<file path="src/rtl/c3zp_pkg.sv">
// shared constants, types and helpers of the 3x3 convolution stream block
package c3zp_pkg;

  // image geometry
  localparam int MaxWidth  = 1024;
  localparam int ColW      = $clog2(MaxWidth);
  localparam int WEffW     = ColW + 1;
  localparam int RowW      = 17;
  localparam int WidthRegW = 11;
  localparam int HeightW   = 16;
  localparam int Taps      = 3;

  // data widths
  localparam int PixW     = 8;
  localparam int CoefW    = 8;
  localparam int CoefRowW = Taps * CoefW;
  localparam int ProdW    = CoefW + PixW + 1;
  localparam int SumW     = 20;
  localparam int OutDataW = 24;

  // configuration port
  localparam int CfgIdxW  = 3;
  localparam int CfgDataW = 24;

  localparam logic [CoefRowW-1:0]  CoefReset   = 24'hFF0001;
  localparam logic [WidthRegW-1:0] WidthReset  = 11'd512;
  localparam logic [HeightW-1:0]   HeightReset = 16'd512;

  typedef enum logic [CfgIdxW-1:0] {
    REG_COEFF_TOP    = 3'd0,
    REG_COEFF_MID    = 3'd1,
    REG_COEFF_BOT    = 3'd2,
    REG_FRAME_WIDTH  = 3'd3,
    REG_FRAME_HEIGHT = 3'd4
  } cfg_reg_e;

  // position info for one word, decided when it is taken in
  typedef struct packed {
    logic [ColW-1:0] col;
    logic            res_valid;
    logic            last;
    logic            top_out;
    logic            bot_out;
    logic            left_out;
    logic            right_out;
  } pos_t;

  // new window column: two line delays and the current pixel
  typedef struct packed {
    logic [PixW-1:0] top;
    logic [PixW-1:0] mid;
    logic [PixW-1:0] bot;
  } taps_t;

  // signed coefficient k (0 = left) of a packed kernel row
  function automatic logic signed [CoefW-1:0] coef_at(logic [CoefRowW-1:0] row_word,
                                                      int unsigned k);
    return $signed(row_word[k*CoefW +: CoefW]);
  endfunction

endpackage

</file>
<file path="src/rtl/c3zp_pos.sv">
// raster position counters and output-position decode
module c3zp_pos (
  input  logic                             clk_i,
  input  logic                             rst_ni,
  input  logic                             accept_i,
  input  logic [c3zp_pkg::WidthRegW-1:0]   width_i,
  input  logic [c3zp_pkg::HeightW-1:0]     height_i,
  output c3zp_pkg::pos_t                   pos_o
);
  import c3zp_pkg::*;

  logic [ColW-1:0]    col_q, col_d;
  logic [RowW-1:0]    row_q, row_d;
  logic [WEffW-1:0]   w_eff;
  logic [HeightW-1:0] h_eff;
  logic [RowW-1:0]    h_p1, h_row;
  logic               restart;
  logic [ColW-1:0]    col;
  logic [RowW-1:0]    row, pr;
  logic [ColW-1:0]    pc;
  logic               valid;

  // clamp the programmed frame size
  always_comb begin
    if (width_i == '0) begin
      w_eff = WEffW'(1);
    end else if (32'(width_i) > MaxWidth) begin
      w_eff = WEffW'(MaxWidth);
    end else begin
      w_eff = WEffW'(width_i);
    end
    h_eff = (height_i == '0) ? HeightW'(1) : height_i;
    h_row = RowW'(h_eff);
    h_p1  = h_row + RowW'(1);
  end

  // position of this word and of the pixel whose result it completes
  always_comb begin
    restart = (WEffW'(col_q) >= w_eff) || (row_q > h_p1) ||
              ((row_q == h_p1) && (col_q != '0));
    row = restart ? '0 : row_q;
    col = restart ? '0 : col_q;

    if (col != '0) begin
      valid = (row != '0);
      pr    = row - RowW'(1);
      pc    = col - ColW'(1);
    end else begin
      valid = (row >= RowW'(2));
      pr    = row - RowW'(2);
      pc    = ColW'(w_eff - WEffW'(1));
    end
    valid = valid && (pr < h_row);

    pos_o.col       = col;
    pos_o.res_valid = valid;
    pos_o.top_out   = (pr == '0);
    pos_o.bot_out   = (pr == h_row - RowW'(1));
    pos_o.left_out  = (pc == '0);
    pos_o.right_out = (WEffW'(pc) == w_eff - WEffW'(1));
    pos_o.last      = pos_o.bot_out && pos_o.right_out;

    // advance; the frame's last result starts a new frame
    if (WEffW'(col) + WEffW'(1) >= w_eff) begin
      col_d = '0;
      row_d = row + RowW'(1);
    end else begin
      col_d = col + ColW'(1);
      row_d = row;
    end
    if (valid && pos_o.last) begin
      col_d = '0;
      row_d = '0;
    end
  end

  // counters move on every taken word
  always_ff @(posedge clk_i or negedge rst_ni) begin
    if (!rst_ni) begin
      col_q <= '0;
      row_q <= '0;
    end else if (accept_i) begin
      col_q <= col_d;
      row_q <= row_d;
    end
  end

endmodule

</file>
<file path="config.mk">
export PLATFORM = sky130hd
export DESIGN_NAME = c3zp_pos
export DESIGN_NICKNAME = d
export VERILOG_FILES = /design/src/rtl/c3zp_pkg.sv /design/src/rtl/c3zp_pos.sv
export SDC_FILE = /design/constraint.sdc
export NUM_CORES = 1
export LEC_CHECK = 0
export BUFFER_PORTS_ARGS = -buffer_cell sky130_fd_sc_hd__buf_4
export CAP_MARGIN = 20
export CORE_MARGIN = 4
export CORE_UTILIZATION = 43
export CTS_BUF_LIST = sky130_fd_sc_hd__clkbuf_8
export CTS_CLUSTER_DIAMETER = 200
export DETAILED_ROUTE_END_ITERATION = 16
export GPL_TIMING_DRIVEN = 0
export PLACE_DENSITY = 0.65
export SETUP_SLACK_MARGIN = 0.1
export SLEW_MARGIN = 0
export SYNTH_ARGS = -nofsm -noshare
export SYNTH_HDL_FRONTEND = slang
export SYNTH_SLANG_ARGS = --single-unit
</file>
<file path="constraint.sdc">
create_clock -name clk_i -period 18.8 [get_ports clk_i]
set_input_delay 1.88 -clock clk_i [delete_from_list [all_inputs] [get_ports clk_i]]
set_output_delay 1.88 -clock clk_i [all_outputs]
set_load 0.005 [all_outputs]
</file>
==> summary.md <==
| Metric | Value |
|---|---|
| GR Util All Layers | `26.6%` |
| Synthesized area divided by synthesized cell count | `7.02 µm²` |
| Layout Skew | `0.00408 ns` |
| Critical path start-end classification | `in2out` |
| Ratio of final minimum period to clock period | `71.1%` |
| Least setup slack across all paths after layout | `5.44 ns` |
| Area contributors post-synth | `sky130_fd_sc_hd__ha_1 (14%), sky130_fd_sc_hd__dfrtp_1 (12%), sky130_fd_sc_hd__xnor2_1 (7.9%)` |
| Starting utilization of the core area | `44.7%` |
| Register bit count reported by yosys | `27` |
| Share of post-route cells with drive strength above 1 | `8.45%` |
| Detailed-route wire length per cell | `19.6 µm` |
| Area delta synth->final | `10.2%` |
| Total of fill cells in the finished design | `1352` |
| Summed instance area of the synthesized netlist | `5730 µm²` |
| Clock Tree Buf Depth | `2` |
| Kind of capture point of the worst setup path | `output port` |
| DRC violations left | `0` |
| Commonest non-fill, non-tap cell in the layout | `sky130_fd_sc_hd__nor2_1` |
| Minimum setup slack among reg-to-reg paths | `9.05 ns` |
| Critical path data arrival time | `11.48 ns` |
| YS warnings | `0` |
| Net switching power figure | `0.465 mW` |
| Remaining global-route overflow | `0` |
| Part of the Yosys area used for sequential elements | `11.8%` |
| First-pass GRT wire length | `31700 µm` |
| Slew @ Worst Pin | `0.964 ns` |
| Latest clock arrival within the worst-skew pair | `0.28 ns` |
| Via/cell ratio | `6.22` |
| Post-synthesis net count | `912` |
| RSZ-0062 raised after global routing | `no` |
| Resized Gates After CTS | `0` |
| Maximum number of pins on one net before global-route repair | `28` |
| Final HPWL DP | `16400 µm` |
| Via count of the first global-routing pass | `5790` |
| Portion of total power attributed to sequential cells | `11.2%` |
| Number of port buffers | `43` |
| CP required | `16.92 ns` |
| Cell type with the highest occurrence count on the critical path | `sky130_fd_sc_hd__ha_1` |
| Outcome | `completed` |
| Max_cap viols | `0` |
| R2R depth | `30` |
| Count of endpoints failing setup in the final report | `0` |
| Critical-path top delay cell | `sky130_fd_sc_hd__nor4_1` |
| Number of clock buffers inserted by TritonCTS | `3` |
| Hold/Removal Path Class | `reg2reg` |
| Max-slew violation total from the final report | `0` |
| Sum of internal, switching and leakage power | `0.802 mW` |
| Number of antenna cells inserted | `0` |
| Reg clk slew, reported paths | `0.10 ns` |
| Crit-path max FO | `10` |
| Synth top area share | `14.2%` |
| # IOs | `46` |
| Cell taking the most area after synthesis | `sky130_fd_sc_hd__ha_1` |
| Hold Path Cell Cnt | `2` |
| Core Rows | `41` |
| Delay contributed by the slowest stage of the critical path | `0.75 ns` |
| Worst slew margin | `35.1%` |
| Die X-Extent | `123 µm` |
| Commonest non-fill, non-tap cells in the layout | `sky130_fd_sc_hd__nor2_1 (84), sky130_fd_sc_hd__nand2_1 (75), sky130_fd_sc_hd__ha_1 (65), sky130_fd_sc_hd__inv_1 (60), sky130_fd_sc_hd__xnor2_1 (52)` |
| Hold Fails Final Rpt | `0` |
| Weighted congestion at the end of routability-driven global placement | `0.996` |
| Final Util | `49.3%` |
| Post-synth EDFFs | `0` |
| Aggregate routed wire length | `20300 µm` |
| Die area | `15200 µm²` |
| Setup crit start kind | `input port` |
| Sink count of the clock tree | `27` |
| Achievable Freq | `0.0749 GHz` |
| Final critical delay including setup and external delays | `13.36 ns` |
| IR Drop Worst-Case VDD | `0.0465 mV` |
| Synth cell types | `79` |
| Post-CTS Setup Bufs | `0` |
| Die extent in y | `123 µm` |
| TritonCTS clock tree | `done` |
| P_int | `0.336 mW` |
| Number of hold-repair buffers added at the cts stage | `0` |
| Proportion of synthesized flip-flops having asynchronous set or reset | `100%` |
| Area of the core | `12800 µm²` |
| First-pass detailed-route iteration total | `5` |
| Clk pwr share | `4.2%` |
| Logic pwr share | `84.6%` |
| Master cell of the clock root buffer | `sky130_fd_sc_hd__clkbuf_8` |
| Post-route antenna net violation count | `0` |
| Initial antenna violation count | `0` |
| Number of instances in the synthesized netlist | `817` |
| Vias after detailed routing | `6445` |
| Leakage power of the design | `2.65 nW` |
| Dominant synthesized flop cell | `sky130_fd_sc_hd__dfrtp_1` |
| H-tree depth | `1` |
| Worst slack at placement | `5.56 ns` |
| Iteration-0 DRC count of the detailed router | `680` |
| Setup TNS | `0 ns` |
| Number of nets in the layout | `960` |
| Switching Share | `58.0%` |
| Total power density per cell area | `127 nW/µm²` |
-- registers in the layout, indices dropped and copies added, names as in the netlist --
name   count
col_q     10
row_q     17
-- cells in the mapped netlist, drive strengths merged (3+ instances only) --
library cell and count:
a211o 3, a21oi 39, or4 13, o2111ai 3, nor3 28, o211ai 6, xnor2 52, inv 59
o41ai 3, ha 65, and2 9, o2bb2ai 3, or3 10, nor2 84, nand2b 9, clkbuf 29
nor4b 3, a32oi 4, o21a 8, nor2b 9, and3 4, a21o 10, o22ai 11, o31ai 3
a2111oi 6, dfrtp 27, a211oi 7, nor4 23, o221ai 3, a31oi 17, a22oi 4, nand4 37
nand3 37, mux2i 9, buf 14, o21ai 47, xor2 11, nand2 75
-- power by group through the flow --
stage / registers, mW / logic (mW) / clock network (mW)
detailed placement: 0.0901 / 0.658 / 0
global placement: 0.0899 / 0.657 / 0
global route: 0.0914 / 0.741 / 0.0372
finish: 0.0894 / 0.678 / 0.0339
floorplan: 0.0825 / 0.478 / 0
CTS: 0.0888 / 0.661 / 0.0352
-- final timing paths --
check                            start       end
min in group asynchronous       rst_ni  row_q[7]
max in group asynchronous       rst_ni  col_q[4]
hold reg to reg               row_q[1]  row_q[1]
hold / removal                row_q[1]  row_q[1]
setup reg to reg              col_q[0]  row_q[8]
setup / recovery           height_i[5]  pos_o[5]
-- critical path: cells and delay by family --
kind	cells	cell delay (ns)
AO/OA/AOI/OAI	10	2.85
adder cells (fa/ha/maj)	4	1.09
buffers and inverters	10	2.37
AND/OR/NAND/NOR	10	3.26
-- through the flow --
| step | cells | instance area, µm² | hold slack, ns |
|---|---|---|---|
| global placement | 1032 | 6270 | 0.686 |
| detailed placement | 1032 | 6270 | 0.693 |
| floorplan | 817 | 5730 | 0.597 |
| global route | 1036 | 6320 | 0.762 |
| CTS | 1036 | 6320 | 0.716 |
| finish | 1036 | 6320 | 0.709 |
-- final cells by class --
cell class | instances | area (µm²) | share of cell area (%)
inverters | 60 | 225 | 3.57
clock inverters | 1 | 3.75 | 0.0594
repair buffers | 43 | 323 | 5.11
multi-input cells | 687 | 4640 | 73.4
clock buffers | 3 | 41.3 | 0.654
well taps | 172 | 215 | 3.41
plain buffers | 43 | 196 | 3.11
flip-flops and latches | 27 | 676 | 10.7
-- routing by layer --
layer	vias up	part of all wire, %	GRT usage (%)
met5	-	0	0
met4	0	2.2	6.71
met3	35	8.2	2.42
met2	300	41	38.6
met1	2999	48	41.8
li1	3111	-	-
-- cells by family after synthesis --
kind of cell / synth area share [%]
buffers and inverters: 7.35
muxes: 1.77
xor gates and xnor gates: 10.0
AOI/OAI and AO/OA: 22.6
adders and majority gates: 14.2
DFF: 11.8
and+or+nand+nor: 32.3
Power figures use the tool's default switching activity.
