**src/rtl/c3zp_pkg.sv**
```systemverilog
// shared constants, types and helpers of the 3x3 convolution stream block
package c3zp_pkg;

  // image geometry
  localparam int MaxWidth  = 1024;
  localparam int ColW      = $clog2(MaxWidth);
  localparam int WEffW     = ColW + 1;
  localparam int RowW      = 17;
  localparam int WidthRegW = 11;
  localparam int HeightW   = 16;
  localparam int Taps      = 3;

  // data widths
  localparam int PixW     = 8;
  localparam int CoefW    = 8;
  localparam int CoefRowW = Taps * CoefW;
  localparam int ProdW    = CoefW + PixW + 1;
  localparam int SumW     = 20;
  localparam int OutDataW = 24;

  // configuration port
  localparam int CfgIdxW  = 3;
  localparam int CfgDataW = 24;

  localparam logic [CoefRowW-1:0]  CoefReset   = 24'hFF0001;
  localparam logic [WidthRegW-1:0] WidthReset  = 11'd512;
  localparam logic [HeightW-1:0]   HeightReset = 16'd512;

  typedef enum logic [CfgIdxW-1:0] {
    REG_COEFF_TOP    = 3'd0,
    REG_COEFF_MID    = 3'd1,
    REG_COEFF_BOT    = 3'd2,
    REG_FRAME_WIDTH  = 3'd3,
    REG_FRAME_HEIGHT = 3'd4
  } cfg_reg_e;

  // position info for one word, decided when it is taken in
  typedef struct packed {
    logic [ColW-1:0] col;
    logic            res_valid;
    logic            last;
    logic            top_out;
    logic            bot_out;
    logic            left_out;
    logic            right_out;
  } pos_t;

  // new window column: two line delays and the current pixel
  typedef struct packed {
    logic [PixW-1:0] top;
    logic [PixW-1:0] mid;
    logic [PixW-1:0] bot;
  } taps_t;

  // signed coefficient k (0 = left) of a packed kernel row
  function automatic logic signed [CoefW-1:0] coef_at(logic [CoefRowW-1:0] row_word,
                                                      int unsigned k);
    return $signed(row_word[k*CoefW +: CoefW]);
  endfunction

endpackage

```
**src/rtl/c3zp_mac.sv**
```systemverilog
// 3x3 window, masked products and the result register
module c3zp_mac (
  input  logic                            clk_i,
  input  logic                            rst_ni,
  input  logic                            commit_i,
  input  c3zp_pkg::pos_t                  pos_i,
  input  c3zp_pkg::taps_t                 taps_i,
  input  logic [c3zp_pkg::CoefRowW-1:0]   coef_top_i,
  input  logic [c3zp_pkg::CoefRowW-1:0]   coef_mid_i,
  input  logic [c3zp_pkg::CoefRowW-1:0]   coef_bot_i,
  output logic                            take_o,
  output logic                            m_valid_o,
  input  logic                            m_ready_i,
  output logic [c3zp_pkg::SumW-1:0]       sum_o,
  output logic                            last_o
);
  import c3zp_pkg::*;

  logic [PixW-1:0]         win_q [Taps][Taps];
  logic [PixW-1:0]         win_d [Taps][Taps];
  logic [CoefRowW-1:0]     coef_rows [Taps];
  logic [Taps-1:0]         row_en, col_en;
  logic signed [ProdW-1:0] prod_d [Taps][Taps];
  logic signed [ProdW-1:0] prod_q [Taps][Taps];
  logic signed [SumW:0]    row_sum [Taps];
  logic signed [SumW:0]    total;
  logic                    s2_valid_q, s2_last_q;
  logic                    out_valid_q, out_last_q;
  logic [SumW-1:0]         out_sum_q;
  logic                    out_free, s2_free;

  assign coef_rows[0] = coef_top_i;
  assign coef_rows[1] = coef_mid_i;
  assign coef_rows[2] = coef_bot_i;

  // edge masks: taps outside the image count as zero
  assign row_en = {~pos_i.bot_out, 1'b1, ~pos_i.top_out};
  assign col_en = {~pos_i.right_out, 1'b1, ~pos_i.left_out};

  // shifted window and its masked products
  always_comb begin
    logic signed [ProdW-1:0] cx, px;
    for (int i = 0; i < Taps; i++) begin
      win_d[i][0] = win_q[i][1];
      win_d[i][1] = win_q[i][2];
    end
    win_d[0][2] = taps_i.top;
    win_d[1][2] = taps_i.mid;
    win_d[2][2] = taps_i.bot;
    for (int i = 0; i < Taps; i++) begin
      for (int k = 0; k < Taps; k++) begin
        cx = ProdW'(coef_at(coef_rows[i], k));
        px = ProdW'($signed({1'b0, win_d[i][k]}));
        prod_d[i][k] = (row_en[i] && col_en[k]) ? cx * px : '0;
      end
    end
  end

  // window moves with every retired word
  always_ff @(posedge clk_i or negedge rst_ni) begin
    if (!rst_ni) begin
      for (int i = 0; i < Taps; i++) begin
        for (int k = 0; k < Taps; k++) begin
          win_q[i][k] <= '0;
        end
      end
    end else if (commit_i) begin
      win_q <= win_d;
    end
  end

  // handshake between product stage and result register
  assign out_free = !out_valid_q || m_ready_i;
  assign s2_free  = !s2_valid_q || out_free;
  assign take_o   = s2_free;

  // product stage payload
  always_ff @(posedge clk_i) begin
    if (commit_i && pos_i.res_valid) begin
      prod_q    <= prod_d;
      s2_last_q <= pos_i.last;
    end
  end

  // adder tree: row sums then total
  always_comb begin
    for (int i = 0; i < Taps; i++) begin
      row_sum[i] = (SumW+1)'(prod_q[i][0]) + (SumW+1)'(prod_q[i][1]) +
                   (SumW+1)'(prod_q[i][2]);
    end
    total = row_sum[0] + row_sum[1] + row_sum[2];
  end

  // result register payload
  always_ff @(posedge clk_i) begin
    if (s2_valid_q && out_free) begin
      out_sum_q  <= total[SumW-1:0];
      out_last_q <= s2_last_q;
    end
  end

  // stage valid flags
  always_ff @(posedge clk_i or negedge rst_ni) begin
    if (!rst_ni) begin
      s2_valid_q  <= 1'b0;
      out_valid_q <= 1'b0;
    end else begin
      if (commit_i && pos_i.res_valid) begin
        s2_valid_q <= 1'b1;
      end else if (out_free) begin
        s2_valid_q <= 1'b0;
      end
      if (s2_valid_q && out_free) begin
        out_valid_q <= 1'b1;
      end else if (m_ready_i) begin
        out_valid_q <= 1'b0;
      end
    end
  end

  assign m_valid_o = out_valid_q;
  assign sum_o     = out_sum_q;
  assign last_o    = out_last_q;

endmodule

```
**config.mk**
```make
export PLATFORM = sky130hd
export DESIGN_NAME = c3zp_mac
export DESIGN_NICKNAME = d
export VERILOG_FILES = /design/src/rtl/c3zp_pkg.sv /design/src/rtl/c3zp_mac.sv
export SDC_FILE = /design/constraint.sdc
export NUM_CORES = 2
export LEC_CHECK = 0
export BUFFER_PORTS_ARGS = -buffer_cell sky130_fd_sc_hd__buf_2
export CORE_UTILIZATION = 49
export CTS_BUF_LIST = sky130_fd_sc_hd__clkbuf_16
export DETAILED_ROUTE_END_ITERATION = 7
export GPL_TIMING_DRIVEN = 0
export PLACE_DENSITY = 0.76
export SYNTH_ARGS = -nofsm -noshare
export SYNTH_HDL_FRONTEND = slang
export SYNTH_SLANG_ARGS = --single-unit
```
**constraint.sdc**
```tcl
create_clock -name clk_i -period 6.93 [get_ports clk_i]
set_input_delay 1.386 -clock clk_i [delete_from_list [all_inputs] [get_ports clk_i]]
set_output_delay 1.386 -clock clk_i [all_outputs]
set_load 0.05 [all_outputs]
```
==> run summary <==
DRT
----------------------------------------------------------------------------------------
Via-to-Cell Ratio                                                                   5.20
Initial DRC count                                                                   1188
Via count                                                                          22000
Total iterations of the first detailed-routing run                                     5
Residual DRC                                                                           0
Routed length per instance                                                       16.9 µm
Total wirelength of the detailed-routed design                                  71500 µm
Antenna Nets Post-Route                                                                0

SYNTH
----------------------------------------------------------------------------------------
Predominant post-synthesis flop cell                                        sky130_fd_sc_hd__edfxtp_1
Synth area leaders                                                          sky130_fd_sc_hd__fa_1 (29%), sky130_fd_sc_hd__edfxtp_1 (17%), sky130_fd_sc_hd__ha_1 (16%)
Number of synthesized flops with an enable pin                                       175
Post-synthesis instance total                                                       3216
Number of synthesized register bits                                                  225
Warning count from the yosys run                                                       0
Register area share after synthesis                                                0.206
Library cell with the largest summed area after synthesis                   sky130_fd_sc_hd__fa_1
Post-synth design cell area                                                    31500 µm²
Post-Syn Area per Cell                                                          9.80 µm²
Share of synthesized registers carrying an async set or reset                      0.222
Post-synth cell types                                                                 61
Post-synth net total                                                                4193
Post-synth top area share                                                          0.288

CTS
----------------------------------------------------------------------------------------
Post-cts sizing count                                                                  0
TritonCTS sink count                                                                 225
Clock buffer count from CTS                                                           26
Post-CTS Setup Inserts                                                                 0
Clock latency reported for the late side of the worst-skew pair                  0.56 ns
Clk pin slew, worst setup/hold paths                                             0.06 ns
H-tree levels                                                                          1
TritonCTS clock tree                                                                 yes
Library cell used as clock root buffer                                      sky130_fd_sc_hd__clkbuf_16
Hold-fix buffers, CTS                                                                  0
Maximum buffer depth of the clock tree                                                 3

GLOBAL ROUTE
----------------------------------------------------------------------------------------
Via count of the first global-routing pass                                         22400
Number of antenna violations at the first check in global routing                      6
Overall fraction of global-route tracks in use                                     0.224
Overflow after GRT                                                                     0
Wire length of the first global-routing pass                                   117000 µm
Pin count of the biggest net entering global routing                                 106

HOLD PATH
----------------------------------------------------------------------------------------
Hold path cells                                                                        0
Worst min path class                                                             reg2reg

WORST SETUP PATH
----------------------------------------------------------------------------------------
Max FO, Critical Path                                                                  9
Slack of the worst reg-to-reg path                                               1.76 ns
Reg-to-reg critical path endpoint                                              sum_o[18]
Critical Path Sink                                                            prod_q[66]
Worst Path Arrival                                                               5.51 ns
Worst-case reg-to-reg path depth                                                      15
CP required                                                                      7.22 ns
Ordered list of cells on the worst path                                     clkbuf_1 -> nand2_1 -> fa_1 -> inv_1 -> fa_1 -> fa_1 -> inv_1 -> fa_1 -> inv_1 -> ha_1 -> and4_1 -> a211oi_1 -> o21ai_0 -> o21ai_0 -> xor2_1 -> nor2_1
Critical path class                                                               in2reg
Worst path most repeated cell                                               sky130_fd_sc_hd__fa_1
Kind of cell adding the most delay to the critical path                      adder cells
Critical R2R Launch                                                          prod_q[104]
Origin of the worst setup path                                                taps_i[15]
Crit-path slowest cell                                                      sky130_fd_sc_hd__fa_1
Worst Path Buf+Inv                                                                     4
CP endpoint kind                                                               flip-flop
Worst Setup Start Kind                                                      primary input
Crit path largest cell delay                                                     0.56 ns
Number of gates on the worst path with buffers counted                                16

FINAL LAYOUT
----------------------------------------------------------------------------------------
Count of nets after finishing                                                       4344
Commonest non-fill, non-tap cell in the layout                              sky130_fd_sc_hd__inv_1
Top library cells by usage in the layout, fill and taps aside               sky130_fd_sc_hd__inv_1 (725), sky130_fd_sc_hd__fa_1 (454), sky130_fd_sc_hd__ha_1 (407), sky130_fd_sc_hd__and2_1 (298), sky130_fd_sc_hd__nand2_1 (274)
Fraction of layout instances using a drive strength above 1                       0.0703
Number of diodes added for antenna fixing                                              0
Layout-stage area growth over the synthesis result                                 8.13%

TIMING
----------------------------------------------------------------------------------------
Final setup vio count                                                                  0
Actual slew at the worst max-slew pin                                            1.26 ns
Setup repair after global routing missed its margin                                   no
Max Transition Viols Final                                                             0
Min cycle time layout                                                            5.23 ns
Max Clock Freq                                                                   191 MHz
Total negative setup slack                                                          0 ns
Setup clock skew after layout                                                  0.0200 ns
Remaining max-slew budget at the tightest pin                                      0.158
Crit share post-route                                                              0.754
Number of failing hold endpoints at the final stage                                    0

PLACEMENT
----------------------------------------------------------------------------------------
Port bufs                                                                            122
Final estimated routing congestion in global placement                             0.917
Total half-perimeter wirelength after legalization and detailed placement       59400 µm

DIE
----------------------------------------------------------------------------------------
Total core area                                                                63300 µm²
Overall die area                                                               65400 µm²
Top-Level Pins                                                                       139
Die Y                                                                             256 µm
Std cell rows                                                                         92
Chip width                                                                        256 µm
Initial standard-cell utilization of the core                                      0.498

JOB
----------------------------------------------------------------------------------------
Maximum capacitance violations                                                         0

STATUS
----------------------------------------------------------------------------------------
Result of the run                                                           finished clean

Yosys cell counts, types with 6 or more instances:
| cell type | instances |
|---|---|
| sky130_fd_sc_hd__inv_1 | 722 |
| sky130_fd_sc_hd__fa_1 | 454 |
| sky130_fd_sc_hd__ha_1 | 407 |
| sky130_fd_sc_hd__and2_1 | 298 |
| sky130_fd_sc_hd__nand2_1 | 274 |
| sky130_fd_sc_hd__edfxtp_1 | 175 |
| sky130_fd_sc_hd__nor2_1 | 141 |
| sky130_fd_sc_hd__a21oi_1 | 91 |
| sky130_fd_sc_hd__o21ai_0 | 51 |
| sky130_fd_sc_hd__dfrtp_1 | 50 |
| sky130_fd_sc_hd__mux2_2 | 50 |
| sky130_fd_sc_hd__nand2b_1 | 50 |
| sky130_fd_sc_hd__nor3_1 | 49 |
| sky130_fd_sc_hd__xnor2_1 | 48 |
| sky130_fd_sc_hd__clkbuf_1 | 44 |
| sky130_fd_sc_hd__nor2b_1 | 36 |
| sky130_fd_sc_hd__xor2_1 | 32 |
| sky130_fd_sc_hd__a211oi_1 | 27 |
| sky130_fd_sc_hd__o21a_1 | 24 |
| sky130_fd_sc_hd__a21o_1 | 21 |
| sky130_fd_sc_hd__nand3_1 | 21 |
| sky130_fd_sc_hd__nand4_1 | 11 |
| sky130_fd_sc_hd__o21bai_1 | 11 |
| sky130_fd_sc_hd__and3_1 | 10 |
| sky130_fd_sc_hd__nor3b_1 | 9 |
| sky130_fd_sc_hd__o211ai_1 | 8 |
| sky130_fd_sc_hd__or3_1 | 8 |
| sky130_fd_sc_hd__a31oi_1 | 7 |
| sky130_fd_sc_hd__o22ai_1 | 7 |
| sky130_fd_sc_hd__o31ai_1 | 7 |
| sky130_fd_sc_hd__or2_2 | 7 |
| sky130_fd_sc_hd__buf_1 | 6 |
| sky130_fd_sc_hd__o2111ai_1 | 6 |
logic make-up after synthesis:
logic type               Yosys count  synth area share
AND/OR/NAND/NOR                  930             0.150
adder cells (fa/ha/maj)          861             0.450
buffers and inverters            774            0.0922
AO/OA/AOI/OAI                    295            0.0612
flip-flops                       225             0.206
XOR/XNOR                          80            0.0222
multiplexers                      51            0.0182
layout make-up:
type                       count  area [µm²]
tap                          846        1060
timing repair buffer         123         641
clock buffer                  27         676
multi-input combinational   2217       22100
sequential                   225        6510
clock inverter                21         183
inverter                     722        2720
buffer                        52         198
fill                        5655       29200
worst min-delay path by stage:
stage / start / to
CTS: s2_last_q / last_o
global route: s2_last_q / last_o
finish: s2_last_q / last_o
floorplan: s2_last_q / last_o
global placement: s2_valid_q / m_valid_o
detailed placement: s2_last_q / last_o
worst register-to-register path: cells and delay by family, from the launching register on:
family / cells / cell delay, ns
adder cells (fa/ha/maj): 6 / 2.72
flip-flops: 1 / 0.39
AND/OR/NAND/NOR: 1 / 0.17
buffers and inverters: 3 / 0.20
AO/OA/AOI/OAI: 4 / 1.04
XOR/XNOR: 1 / 0.39
registers in the layout, indices dropped and copies added (netlist names):
register    cells
last_o          1
win_d          48
s2_valid_q      1
sum_o          20
s2_last_q       1
prod_q        153
m_valid_o       1
layer usage:
layer,GRT usage,vias up,wire length [µm]
li1,-,10400,-
met1,0.281,10900,29400
met2,0.401,530,35800
met3,0.0370,118,4110
met4,0.0561,12,2100
met5,0,-,80
through the flow:
| step | setup WS, ns | hold slack, ns | utilization | cells | area, µm² |
|---|---|---|---|---|---|
| final | 1.70 | 0.484 | 0.538 | 4233 | 34100 |
| after global routing | 1.50 | 0.490 | 0.538 | 4233 | 34100 |
| after CTS | 1.68 | 0.490 | 0.538 | 4233 | 34100 |
| after detailed placement | 1.12 | 0.475 | 0.525 | 4185 | 33200 |
| after global placement | -0.856 | 0.455 | 0.524 | 4184 | 33200 |
| after floorplan | 1.37 | 0.400 | - | 3216 | 31500 |
Power is left out: the tool's default activity adds up to more than one toggle a clock period on the data nets, which glitch-free logic cannot reach.
